<file path="src/design/itrs_pkg.sv">
// Shared types, constants and helpers for the integer-to-radix-string block.
// No dependencies; used by every module of the block.
package itrs_pkg;

  // Width of the number field on the input stream
  localparam int VALUE_IN_W     = 32;
  localparam int VALUE_BITS_DEF = 32;

  // Text room limit and radix limits
  localparam int MAX_ROOM  = 33;
  localparam int ROOM_W    = 6;
  localparam int RADIX_W   = 6;
  localparam int MIN_RADIX = 2;
  localparam int MAX_RADIX = 36;
  localparam int RADIX_RST = 10;
  localparam int ROOM_RST  = 33;

  // Input queue between front and back
  localparam int QUEUE_DEPTH = 2;

  // Division steps taken per clock
  localparam int DIV_STEPS = 8;

  // Character codes
  localparam logic [6:0] CHAR_ZERO  = 7'h30;
  localparam logic [6:0] CHAR_A     = 7'h61;
  localparam logic [6:0] CHAR_MINUS = 7'h2d;
  localparam logic [6:0] CHAR_TEN   = 7'd10;

  // Configuration register indexes
  localparam int CFG_IDX_W = 2;
  localparam logic [CFG_IDX_W-1:0] REG_RADIX     = 2'd0;
  localparam logic [CFG_IDX_W-1:0] REG_MAX_CHARS = 2'd1;

  // Stream widths
  localparam int OUT_DATA_W = 16;

  typedef struct packed {
    logic [RADIX_W-1:0] radix;
    logic [ROOM_W-1:0]  max_chars;
  } cfg_t;

  // Map a digit value (below 36) to its ASCII character
  function automatic logic [6:0] digit_char(input logic [RADIX_W-1:0] d);
    logic [6:0] dx;
    dx = {1'b0, d};
    if (dx < CHAR_TEN) begin
      return CHAR_ZERO + dx;
    end else begin
      return CHAR_A + dx - CHAR_TEN;
    end
  endfunction

endpackage

</file>
<file path="src/design/itrs_front.sv">
// Front end: accepts input transactions, works out sign and magnitude,
// and holds them in a short queue for the converter. Depends on itrs_pkg.
module itrs_front #(
  parameter int VALUE_BITS = itrs_pkg::VALUE_BITS_DEF
) (
  input  logic                              clk,
  input  logic                              rst,
  input  logic                              s_tvalid,
  output logic                              s_tready,
  input  logic [itrs_pkg::VALUE_IN_W-1:0]   s_tdata,
  input  logic                              s_tuser,
  output logic                              q_valid,
  input  logic                              q_pop,
  output logic [VALUE_BITS-1:0]             q_mag,
  output logic                              q_neg
);

  localparam int QD  = itrs_pkg::QUEUE_DEPTH;
  localparam int PW  = (QD > 1) ? $clog2(QD) : 1;
  localparam int CW  = $clog2(QD + 1);

  logic [VALUE_BITS-1:0] v;
  logic                  neg;
  logic [VALUE_BITS-1:0] mag;
  logic                  push;

  logic [VALUE_BITS:0]   qmem [QD];
  logic [PW-1:0]         wr_ptr;
  logic [PW-1:0]         rd_ptr;
  logic [CW-1:0]         count;

  // Fit the input number to the working width
  generate
    if (VALUE_BITS <= itrs_pkg::VALUE_IN_W) begin : g_trunc
      assign v = s_tdata[VALUE_BITS-1:0];
    end else begin : g_ext
      assign v = {{(VALUE_BITS - itrs_pkg::VALUE_IN_W){1'b0}}, s_tdata};
    end
  endgenerate

  // Classify: negative only when read as signed with the top bit set
  assign neg = s_tuser & v[VALUE_BITS-1];
  assign mag = neg ? (~v + 1'b1) : v;

  assign s_tready = (count != CW'(QD));
  assign push     = s_tvalid & s_tready;
  assign q_valid  = (count != '0);
  assign q_mag    = qmem[rd_ptr][VALUE_BITS-1:0];
  assign q_neg    = qmem[rd_ptr][VALUE_BITS];

  // Store classified items
  always_ff @(posedge clk) begin
    if (push) begin
      qmem[wr_ptr] <= {neg, mag};
    end
  end

  // Advance queue pointers and fill count
  always_ff @(posedge clk) begin
    if (rst) begin
      wr_ptr <= '0;
      rd_ptr <= '0;
      count  <= '0;
    end else begin
      if (push) begin
        wr_ptr <= (wr_ptr == PW'(QD - 1)) ? '0 : wr_ptr + 1'b1;
      end
      if (q_pop && q_valid) begin
        rd_ptr <= (rd_ptr == PW'(QD - 1)) ? '0 : rd_ptr + 1'b1;
      end
      if (push && !(q_pop && q_valid)) begin
        count <= count + 1'b1;
      end else if (!push && q_pop && q_valid) begin
        count <= count - 1'b1;
      end
    end
  end

endmodule

</file>
<file path="src/design/itrs_back.sv">
// Back end: extracts digits by repeated division of the magnitude by the
// radix, stacks them and streams the text out most significant first.
// Depends on itrs_pkg.
module itrs_back #(
  parameter int VALUE_BITS = itrs_pkg::VALUE_BITS_DEF
) (
  input  logic                               clk,
  input  logic                               rst,
  input  itrs_pkg::cfg_t                     cfg,
  input  logic                               q_valid,
  output logic                               q_pop,
  input  logic [VALUE_BITS-1:0]              q_mag,
  input  logic                               q_neg,
  output logic                               m_tvalid,
  input  logic                               m_tready,
  output logic [itrs_pkg::OUT_DATA_W-1:0]    m_tdata,
  output logic                               m_tuser,
  output logic                               m_tlast
);

  localparam int DS     = itrs_pkg::DIV_STEPS;
  localparam int DIV_W  = ((VALUE_BITS + DS - 1) / DS) * DS;
  localparam int CYCLES = DIV_W / DS;
  localparam int STEP_W = (CYCLES > 1) ? $clog2(CYCLES) : 1;
  localparam int RW     = itrs_pkg::RADIX_W;
  localparam int NW     = itrs_pkg::ROOM_W;
  localparam int ROOM   = itrs_pkg::MAX_ROOM;

  localparam logic [1:0] ST_IDLE  = 2'd0;
  localparam logic [1:0] ST_CHECK = 2'd1;
  localparam logic [1:0] ST_DIV   = 2'd2;
  localparam logic [1:0] ST_EMIT  = 2'd3;

  logic [1:0]            state;
  logic [VALUE_BITS-1:0] mag;
  logic                  neg;
  logic [RW-1:0]         base;
  logic [NW-1:0]         room;
  logic [NW-1:0]         nd;
  logic                  ddrop;
  logic                  sdrop;
  logic                  sign_pend;
  logic [DIV_W-1:0]      dq;
  logic [RW-1:0]         rem;
  logic [STEP_W-1:0]     step;
  logic [6:0]            stack [ROOM];

  logic [DIV_W-1:0]      dq_next;
  logic [RW-1:0]         rem_next;
  logic                  push;
  logic [6:0]            push_char;
  logic                  pop;
  logic                  out_free;
  logic                  emit;
  logic [RW-1:0]         base_clamped;
  logic [NW-1:0]         room_clamped;
  logic                  fits;

  // Clamp configuration to the legal radix and room
  always_comb begin
    if (cfg.radix < RW'(itrs_pkg::MIN_RADIX)) begin
      base_clamped = RW'(itrs_pkg::MIN_RADIX);
    end else if (cfg.radix > RW'(itrs_pkg::MAX_RADIX)) begin
      base_clamped = RW'(itrs_pkg::MAX_RADIX);
    end else begin
      base_clamped = cfg.radix;
    end
    room_clamped = (cfg.max_chars > NW'(ROOM)) ? NW'(ROOM) : cfg.max_chars;
  end

  // Restoring division, several quotient bits per clock
  always_comb begin
    logic [RW:0] r;
    dq_next  = dq;
    rem_next = rem;
    for (int j = 0; j < DS; j++) begin
      r = {rem_next, dq_next[DIV_W-1]};
      dq_next = {dq_next[DIV_W-2:0], (r >= {1'b0, base})};
      if (r >= {1'b0, base}) begin
        rem_next = RW'(r - {1'b0, base});
      end else begin
        rem_next = r[RW-1:0];
      end
    end
  end

  assign fits     = (nd < room);
  assign out_free = !m_tvalid || m_tready;
  assign emit     = (state == ST_EMIT) && out_free;
  assign q_pop    = (state == ST_IDLE) && q_valid;

  // Stack push: a zero value's '0', or a finished digit
  always_comb begin
    push      = 1'b0;
    push_char = itrs_pkg::digit_char(rem_next);
    if (state == ST_CHECK && mag == '0 && nd == '0 && room != '0) begin
      push      = 1'b1;
      push_char = itrs_pkg::CHAR_ZERO;
    end else if (state == ST_DIV && step == STEP_W'(CYCLES - 1)) begin
      push = 1'b1;
    end
  end

  assign pop = (state == ST_EMIT) && out_free && !sign_pend && (nd != '0);

  // Digit stack: newest (most significant) digit sits at the top
  always_ff @(posedge clk) begin
    if (push) begin
      stack[0] <= push_char;
      for (int i = 1; i < ROOM; i++) begin
        stack[i] <= stack[i-1];
      end
    end else if (pop) begin
      for (int i = 0; i < ROOM - 1; i++) begin
        stack[i] <= stack[i+1];
      end
    end
  end

  // Conversion sequencer
  always_ff @(posedge clk) begin
    if (rst) begin
      state     <= ST_IDLE;
      nd        <= '0;
      ddrop     <= 1'b0;
      sdrop     <= 1'b0;
      sign_pend <= 1'b0;
      step      <= '0;
      m_tvalid  <= 1'b0;
    end else begin
      // Load the output register on a new character, clear it once taken
      if (emit) begin
        m_tvalid <= 1'b1;
      end else if (m_tready) begin
        m_tvalid <= 1'b0;
      end
      unique case (state)
        ST_IDLE: begin
          if (q_valid) begin
            mag   <= q_mag;
            neg   <= q_neg;
            base  <= base_clamped;
            room  <= room_clamped;
            nd    <= '0;
            ddrop <= 1'b0;
            state <= ST_CHECK;
          end
        end
        ST_CHECK: begin
          if (mag == '0 && nd == '0) begin
            // Zero value: a single '0' if there is room
            if (room != '0) begin
              nd <= nd + 1'b1;
            end else begin
              ddrop <= 1'b1;
            end
            sign_pend <= 1'b0;
            sdrop     <= 1'b0;
            state     <= ST_EMIT;
          end else if (mag != '0 && fits) begin
            dq    <= DIV_W'(mag);
            rem   <= '0;
            step  <= '0;
            state <= ST_DIV;
          end else begin
            ddrop     <= (mag != '0);
            sign_pend <= neg && fits;
            sdrop     <= neg && !fits;
            state     <= ST_EMIT;
          end
        end
        ST_DIV: begin
          dq   <= dq_next;
          rem  <= rem_next;
          step <= step + 1'b1;
          if (step == STEP_W'(CYCLES - 1)) begin
            mag   <= dq_next[VALUE_BITS-1:0];
            nd    <= nd + 1'b1;
            state <= ST_CHECK;
          end
        end
        ST_EMIT: begin
          if (out_free) begin
            if (!sign_pend && nd == '0) begin
              // Empty text
              m_tdata <= itrs_pkg::OUT_DATA_W'({sdrop, ddrop, 7'd0});
              m_tuser <= 1'b0;
              m_tlast <= 1'b1;
              state   <= ST_IDLE;
            end else if (sign_pend) begin
              sign_pend <= 1'b0;
              m_tdata   <= itrs_pkg::OUT_DATA_W'({sdrop && nd == '0, ddrop && nd == '0,
                                                  itrs_pkg::CHAR_MINUS});
              m_tuser   <= 1'b1;
              m_tlast   <= (nd == '0);
              if (nd == '0) begin
                state <= ST_IDLE;
              end
            end else begin
              nd      <= nd - 1'b1;
              m_tdata <= itrs_pkg::OUT_DATA_W'({sdrop && nd == NW'(1),
                                                ddrop && nd == NW'(1), stack[0]});
              m_tuser <= 1'b1;
              m_tlast <= (nd == NW'(1));
              if (nd == NW'(1)) begin
                state <= ST_IDLE;
              end
            end
          end
        end
        default: begin
          state <= ST_IDLE;
        end
      endcase
    end
  end

endmodule

</file>
<file path="src/design/integer_to_radix_string.sv">
// Top level of the integer-to-radix-string converter: configuration
// registers, front end with input queue, and digit back end.
// Depends on itrs_pkg, itrs_front and itrs_back.
//
//  channel   direction  handshake            payload
//  s_*       in         s_tvalid / s_tready  tdata: value; tuser: treat_as_signed
//  m_*       out        m_tvalid / m_tready  tdata: char_code, digits_dropped,
//                                            sign_dropped; tuser: char_valid; tlast
//  cfg_*     in         cfg_we               cfg_index, cfg_data
//
// The back end converts one item at a time: the shared divider, retiring 8
// quotient bits per clock, produces each digit, and the characters are then
// sent as output transactions.
// Two classified items can wait in the queue while one converts.
// Reset (rst, synchronous) empties the queue and output; radix returns to 10
// and room to 33. A stalled output holds its transaction and stops the
// converter at its next character.
module integer_to_radix_string #(
  parameter int VALUE_BITS = itrs_pkg::VALUE_BITS_DEF
) (
  input  logic                                clk,
  input  logic                                rst,
  input  logic                                s_tvalid,
  output logic                                s_tready,
  input  logic [itrs_pkg::VALUE_IN_W-1:0]     s_tdata,   // [31:0] value
  input  logic                                s_tuser,   // [0] treat_as_signed
  output logic                                m_tvalid,
  input  logic                                m_tready,
  output logic [itrs_pkg::OUT_DATA_W-1:0]     m_tdata,   // [6:0] char_code,
                                                         // [7] digits_dropped,
                                                         // [8] sign_dropped
  output logic                                m_tuser,   // [0] char_valid
  output logic                                m_tlast,
  input  logic                                cfg_we,
  input  logic [itrs_pkg::CFG_IDX_W-1:0]      cfg_index,
  input  logic [itrs_pkg::RADIX_W-1:0]        cfg_data
);

  itrs_pkg::cfg_t        cfg;
  logic                  q_valid;
  logic                  q_pop;
  logic [VALUE_BITS-1:0] q_mag;
  logic                  q_neg;

  // Configuration registers
  always_ff @(posedge clk) begin
    if (rst) begin
      cfg.radix     <= itrs_pkg::RADIX_W'(itrs_pkg::RADIX_RST);
      cfg.max_chars <= itrs_pkg::ROOM_W'(itrs_pkg::ROOM_RST);
    end else if (cfg_we) begin
      if (cfg_index == itrs_pkg::REG_RADIX) begin
        cfg.radix <= cfg_data;
      end else if (cfg_index == itrs_pkg::REG_MAX_CHARS) begin
        cfg.max_chars <= itrs_pkg::ROOM_W'(cfg_data);
      end
    end
  end

  itrs_front #(
    .VALUE_BITS(VALUE_BITS)
  ) u_front (
    .clk      (clk),
    .rst      (rst),
    .s_tvalid (s_tvalid),
    .s_tready (s_tready),
    .s_tdata  (s_tdata),
    .s_tuser  (s_tuser),
    .q_valid  (q_valid),
    .q_pop    (q_pop),
    .q_mag    (q_mag),
    .q_neg    (q_neg)
  );

  itrs_back #(
    .VALUE_BITS(VALUE_BITS)
  ) u_back (
    .clk      (clk),
    .rst      (rst),
    .cfg      (cfg),
    .q_valid  (q_valid),
    .q_pop    (q_pop),
    .q_mag    (q_mag),
    .q_neg    (q_neg),
    .m_tvalid (m_tvalid),
    .m_tready (m_tready),
    .m_tdata  (m_tdata),
    .m_tuser  (m_tuser),
    .m_tlast  (m_tlast)
  );

endmodule

</file>
<file path="config.mk">
export PLATFORM = sky130hd
export DESIGN_NAME = integer_to_radix_string
export DESIGN_NICKNAME = d
export VERILOG_FILES = /design/src/design/itrs_pkg.sv /design/src/design/itrs_front.sv /design/src/design/itrs_back.sv /design/src/design/integer_to_radix_string.sv
export SDC_FILE = /design/constraint.sdc
export NUM_CORES = 1
export LEC_CHECK = 0
export ABC_AREA = 1
export ABC_CLOCK_PERIOD_IN_PS = 16370
export BUFFER_PORTS_ARGS = -buffer_cell sky130_fd_sc_hd__buf_2
export CORE_MARGIN = 10
export CORE_UTILIZATION = 60
export DETAILED_ROUTE_END_ITERATION = 16
export PLACE_DENSITY = 0.84
export SLEW_MARGIN = 20
export SYNTH_ARGS = -nofsm -noshare
export SYNTH_HDL_FRONTEND = slang
export SYNTH_SLANG_ARGS = --single-unit
export TNS_END_PERCENT = 100
</file>
<file path="constraint.sdc">
create_clock -name clk -period 16.37 [get_ports clk]
set_input_delay 1.637 -clock clk [delete_from_list [all_inputs] [get_ports clk]]
set_output_delay 1.637 -clock clk [all_outputs]
set_load 0.01 [all_outputs]
</file>
* After elaboration in Yosys (flattened, before gate mapping)
Memory sizes are Yosys's and may differ from the RTL's. A register that Yosys moved wholly into a read port is not among the register bits.
Index checks and enable logic that the tools add are counted.
** Cells by class
- Add/subtract/negate cells :: 19
- Magnitude comparators :: 13
- Equal/unequal tests :: 21
- Muxes and demuxes :: 107
- Bitwise logic cells :: 37
- Reduce and logical (&&, ||, !) cells :: 55
** Operators by type and width (count)
- $mux 7 :: 34
- $mux 32 :: 5
- $pmux 32 s2 :: 2
- $mux 6 :: 18
- $ge 7x6->1 :: 8
- $sub 6x6->6 :: 8
- $add 32x1->32 const B :: 1
- $logic_not 32->1 :: 1
- $not 32->32 :: 1
- $or 1x1->1 :: 32
- $reduce_bool 32->1 :: 1
- $mux 1 :: 28
- $mux 2 :: 12
- $pmux 6 s4 :: 1
- $logic_and 1x1->1 :: 21
- $mux 9 :: 2
- $ne 2x2->1 const B :: 8
- $reduce_and 4->1 :: 4
- $reduce_bool 2->1 :: 7
- $gt 6x6->1 const B :: 2
- $pmux 6 s2 :: 1
- $reduce_and 3->1 :: 4
- $reduce_bool 6->1 :: 2
- $pmux 2 s4 :: 1
- other kinds (30) :: 48
** Word-level totals
- Register bits after elaboration :: 131
- RAM bits :: 297
- Input port bits :: 46
- Output and inout port bits :: 20
- Word-level logic and storage cells :: 278
- Memories kept :: 2
** Memories
- u_back.stack :: words 33, width 7, read ports 33, clocked after memory_dff 0, wr ports 33, line itrs_back.sv:46 : logic [6:0] stack [ROOM];
- u_front.qmem :: words 2, width 33, read ports 1, clocked after memory_dff 1, wr ports 1, line itrs_front.sv:27 : logic [VALUE_BITS:0] qmem [QD];

* Logic depth before layout (Yosys ltp)
- Depth after elaboration :: 21
- Gate-level depth with buffers :: 96
- Gate-level depth less buffers :: 92

* By module
From an unflattened synthesis, not the netlist that was laid out.
** Second synthesis, totals
- Cells, all modules :: 2313
- Area, all modules :: 21609.5 um^2
** Modules (own cells, without submodules)
- itrs_back :: instances 1, cells an instance 1912, area each 17434.2 um^2, sequential area each 10039.6 um^2
- itrs_front :: instances 1, cells an instance 329, area each 3672.3 um^2, sequential area each 2082.0 um^2
- integer_to_radix_string :: instances 1, cells an instance 72, area each 503.0 um^2, sequential area each 240.2 um^2

* Worst setup path before layout
OpenSTA, ideal clock, no wires.
- Path type :: input-to-reg
- From :: in m_tready
- To :: mem u_back.stack[0][0], enable pin
- Library setup time :: 0.866 ns
- Arrival time :: 12.308 ns
- Required time :: 15.504 ns
- Setup slack :: 3.196 ns
- Stages on the path :: 4
- Path buffers :: 0
- Cells stage by stage :: nor2_1 -> inv_1 -> nand2_1 -> o211ai_1
** RTL lines
- start, declared :: line integer_to_radix_string.sv:28 : input logic m_tready,
- end, declared :: line itrs_back.sv:46

==> run summary <==
The run finished with clean final reports. The maximum number of pins on one net before global-route repair came out at 233. The final hold violation count is 0. Once detailed placement completed, the half-perimeter wirelength came to around 29 mm. The cell type of the slowest stage on the worst timing path is sky130_fd_sc_hd__a221oi_1. The commonest non-fill, non-tap cell in the layout is sky130_fd_sc_hd__nand2_1. The arrival time at the worst endpoint is 15,100 ps. The floorplan die height is 208 µm. The clock period minus final worst setup slack is roughly 15,000 ps.

The total global-route track usage came out at 0.194. TritonCTS built the clock tree. The register cell area after layout is about 12,000 µm². The number of synthesized flops with an enable pin is slightly below 400. The remaining routing DRC violations is 0. The final RePlAce weighted congestion came out at around 0.92. The fraction of final layout cells sized beyond drive strength 1 is 0.0899.

In the final routed layout, each cell accounts on average for approximately 16 µm. The synthesized instance count is around 2,200. The global-route congestion overflow total is 0. The number of diodes is 0.

The clock latency at the later pin of the worst-skew pair is between 500 and 600 ps. Summing all multi-input logic gate instances after layout gives ~7600 µm². The number of antenna violations at the first check in global routing came to 0. The total buffers and inverters traversed by the critical path came out at 9.

The H-tree depth is 2. In this run the clock root is driven by a sky130_fd_sc_hd__clkbuf_16. The total number of nets in the final design is about 2,400.

The number of setup violations in the final report is 0. The total via count after detailed routing came out at 15,154. The critical path is of the flip-flop to flip-flop type. The first global-routing pass estimated 71.6 mm of wire.

Summed over all failing endpoints, the final setup total negative slack is 0 ps. The count of standard-cell rows came out at 68. The path class of the tightest hold or removal check is flip-flop to flip-flop. Clock tree synthesis found a total of approximately 420 sinks. The worst slew slack as a fraction of its limit came out at 0.242. 66 I/O pins were placed. The chip width came out at 208 µm. The synthesized area divided by synthesized cell count is 9.51 µm². The placeable core region came out at 34,600 µm². Among the stages of the critical path, the cell type that occurs most often is sky130_fd_sc_hd__nand2_1.

By area the synthesized netlist is led by sky130_fd_sc_hd__edfxtp_1, sky130_fd_sc_hd__nand2_1, sky130_fd_sc_hd__o21ai_0, sky130_fd_sc_hd__ha_1, sky130_fd_sc_hd__inv_1. The peak per-stage delay on the critical path is about 530 ps. For this run, the register share of the synthesized area comes to 0.585. The post-detailed-route via-to-cell ratio is around 5.5. The buffer depth of the longest clock path came out at 3. Synthesis inferred 422 register bits. The count of buffers inserted at the top-level ports came out at 58.

The number of buffers inserted during clock tree synthesis came out at 44. The post-cts resize count is 0. The biggest area contributor in the post-synthesis netlist is sky130_fd_sc_hd__edfxtp_1.

The netlist area before placement came out at roughly 21,000 µm². Setup repair after global routing left no endpoint under its margin. The max-capacitance violation count came out at 0. For this run, the share of the core covered by cells in the final layout is 0.670. The layout filler cell count came out at around 2,500.

For this block, the initial DRC count from the detailed router was about 1,500. STA classifies the critical path startpoint as a flip-flop. Data on the critical path is required at its endpoint by 16,670 ps. The CTS clock-pin slew for the worst setup and hold paths came out at 60 ps. The first-pass detailed-route iteration total came out at 5.

The final critical-path share of the clock period came out at 0.904. The share of synthesized area in the top cell type comes to 0.555. The worst setup path is captured at a flip-flop. The final-report max-slew violation count is 0. Buffers inserted to repair hold after CTS numbered 0. The final layout contains routed wiring with a total length of 43.6 mm. The largest delay contributor family on the critical path is compound AO/OA/AOI/OAI gates. The critical-path maximum fanout is 11. The count of nets left with antenna violations once routing finished came out at 0. The Yosys step of the flow raised 0 warnings. The post-synthesis async set-or-reset flop share is 0. The source of the worst hold timing path is u_back.stack[1][109]. The area growth from synthesis to layout is 9.78%. The achievable clock frequency is about 0.068 GHz. The critical path starts at u_back.base[1]. The total setup buffers inserted after CTS came out at 0. Between clock sinks in the finished design, the worst skew comes to about 13 ps.

The count of distinct cell types in the synthesized netlist came out at 56. The slew at the pin closest to its max-slew limit came out at around 1100 ps. In the layout the commonest cells are sky130_fd_sc_hd__nand2_1, sky130_fd_sc_hd__edfxtp_1, sky130_fd_sc_hd__inv_1. The floorplan die area came out at around 43,000 µm². The via count of the first global-routing pass came out at 14,967. The origin of the critical flop-to-flop path is u_back.base[1].

For this configuration, the core starts out at a cell density of 0.611. Among all flip-flop cells after synthesis, the most frequent one is sky130_fd_sc_hd__edfxtp_1.
-- synthesized netlist by cell type, drive strengths merged, types with 3 or more instances --
cell	number
a211oi	3
a21oi	75
a31oi	6
buf	25
clkbuf	66
dfxtp	31
edfxtp	391
fa	8
ha	63
inv	206
nand2	799
nand3	64
nand3b	3
nand4	8
nor2	133
nor3	17
nor3b	3
nor4	12
o211ai	4
o21a	8
o21ai	185
o22ai	30
or2	7
xnor2	23
xor2	35
-- routing by layer --
metal	vias to the layer above	wire length, µm	track usage
met3	87	1950	0.0241
met2	402	21300	0.331
met5	-	0	0
li1	7469	-	-
met1	7196	19200	0.253
met4	0	1150	0.0640
-- final cells by class --
type | count | area share
well taps | 455 | 0.0245
clock inverters | 23 | 0.00922
clock buffers | 57 | 0.0513
flip-flops and latches | 422 | 0.533
inverters | 208 | 0.0339
repair buffers | 72 | 0.0190
multi-input cells | 1509 | 0.330
-- logic make-up (layout without fill, tap and decap cells) --
logic type / after synthesis / count (layout) / synth area share
AO/OA/AOI/OAI: 325 / 325 / 0.0851
XOR/XNOR: 58 / 58 / 0.0240
adder cells (fa/ha/maj): 71 / 71 / 0.0449
buffers and inverters: 299 / 360 / 0.0561
flip-flops: 422 / 422 / 0.585
other: 1 / 7 / 0.000177
AND/OR/NAND/NOR: 1048 / 1048 / 0.205
-- per-stage QoR --
step                      area [µm²]  std cells  setup WS (ps)  hold WS [ps]
after floorplan                21200       2230           3200           421
after global placement         21700       2661           1940           434
after detailed placement       21700       2661           1290           436
after CTS                      23200       2741           1290           455
after global routing           23200       2746            189           464
final                          23200       2746           1570           456
-- registers in the layout (all words and copies together) (netlist names), named ones only --
name,count
u_front.qmem,66
u_back.mag,32
u_front.wr_ptr,1
u_back.base,6
u_back.m_tvalid,1
u_back.sdrop,1
u_front.count,2
u_back.room,6
u_back.state,2
u_back.ddrop,1
cfg,12
u_back.rem,6
u_back.nd,6
u_back.sign_pend,1
u_back.step,2
u_back.m_tuser,1
u_back.m_tdata,9
u_back.stack,231
u_back.dq,32
u_back.m_tlast,1
u_front.rd_ptr,1
u_back.neg,1
-- final timing paths --
kind / slack (ps) / cells after the start / end
max: 1570 / 84 / u_back.stack[0][4]
max reg2reg: 1570 / 84 / u_back.stack[0][4]
min reg2reg: 460 / 0 / u_back.stack[2][4]
min: 460 / 0 / u_back.stack[2][4]
Power is not shown: default switching activity piles up to over one toggle a cycle in this logic, so the estimate is an artifact.
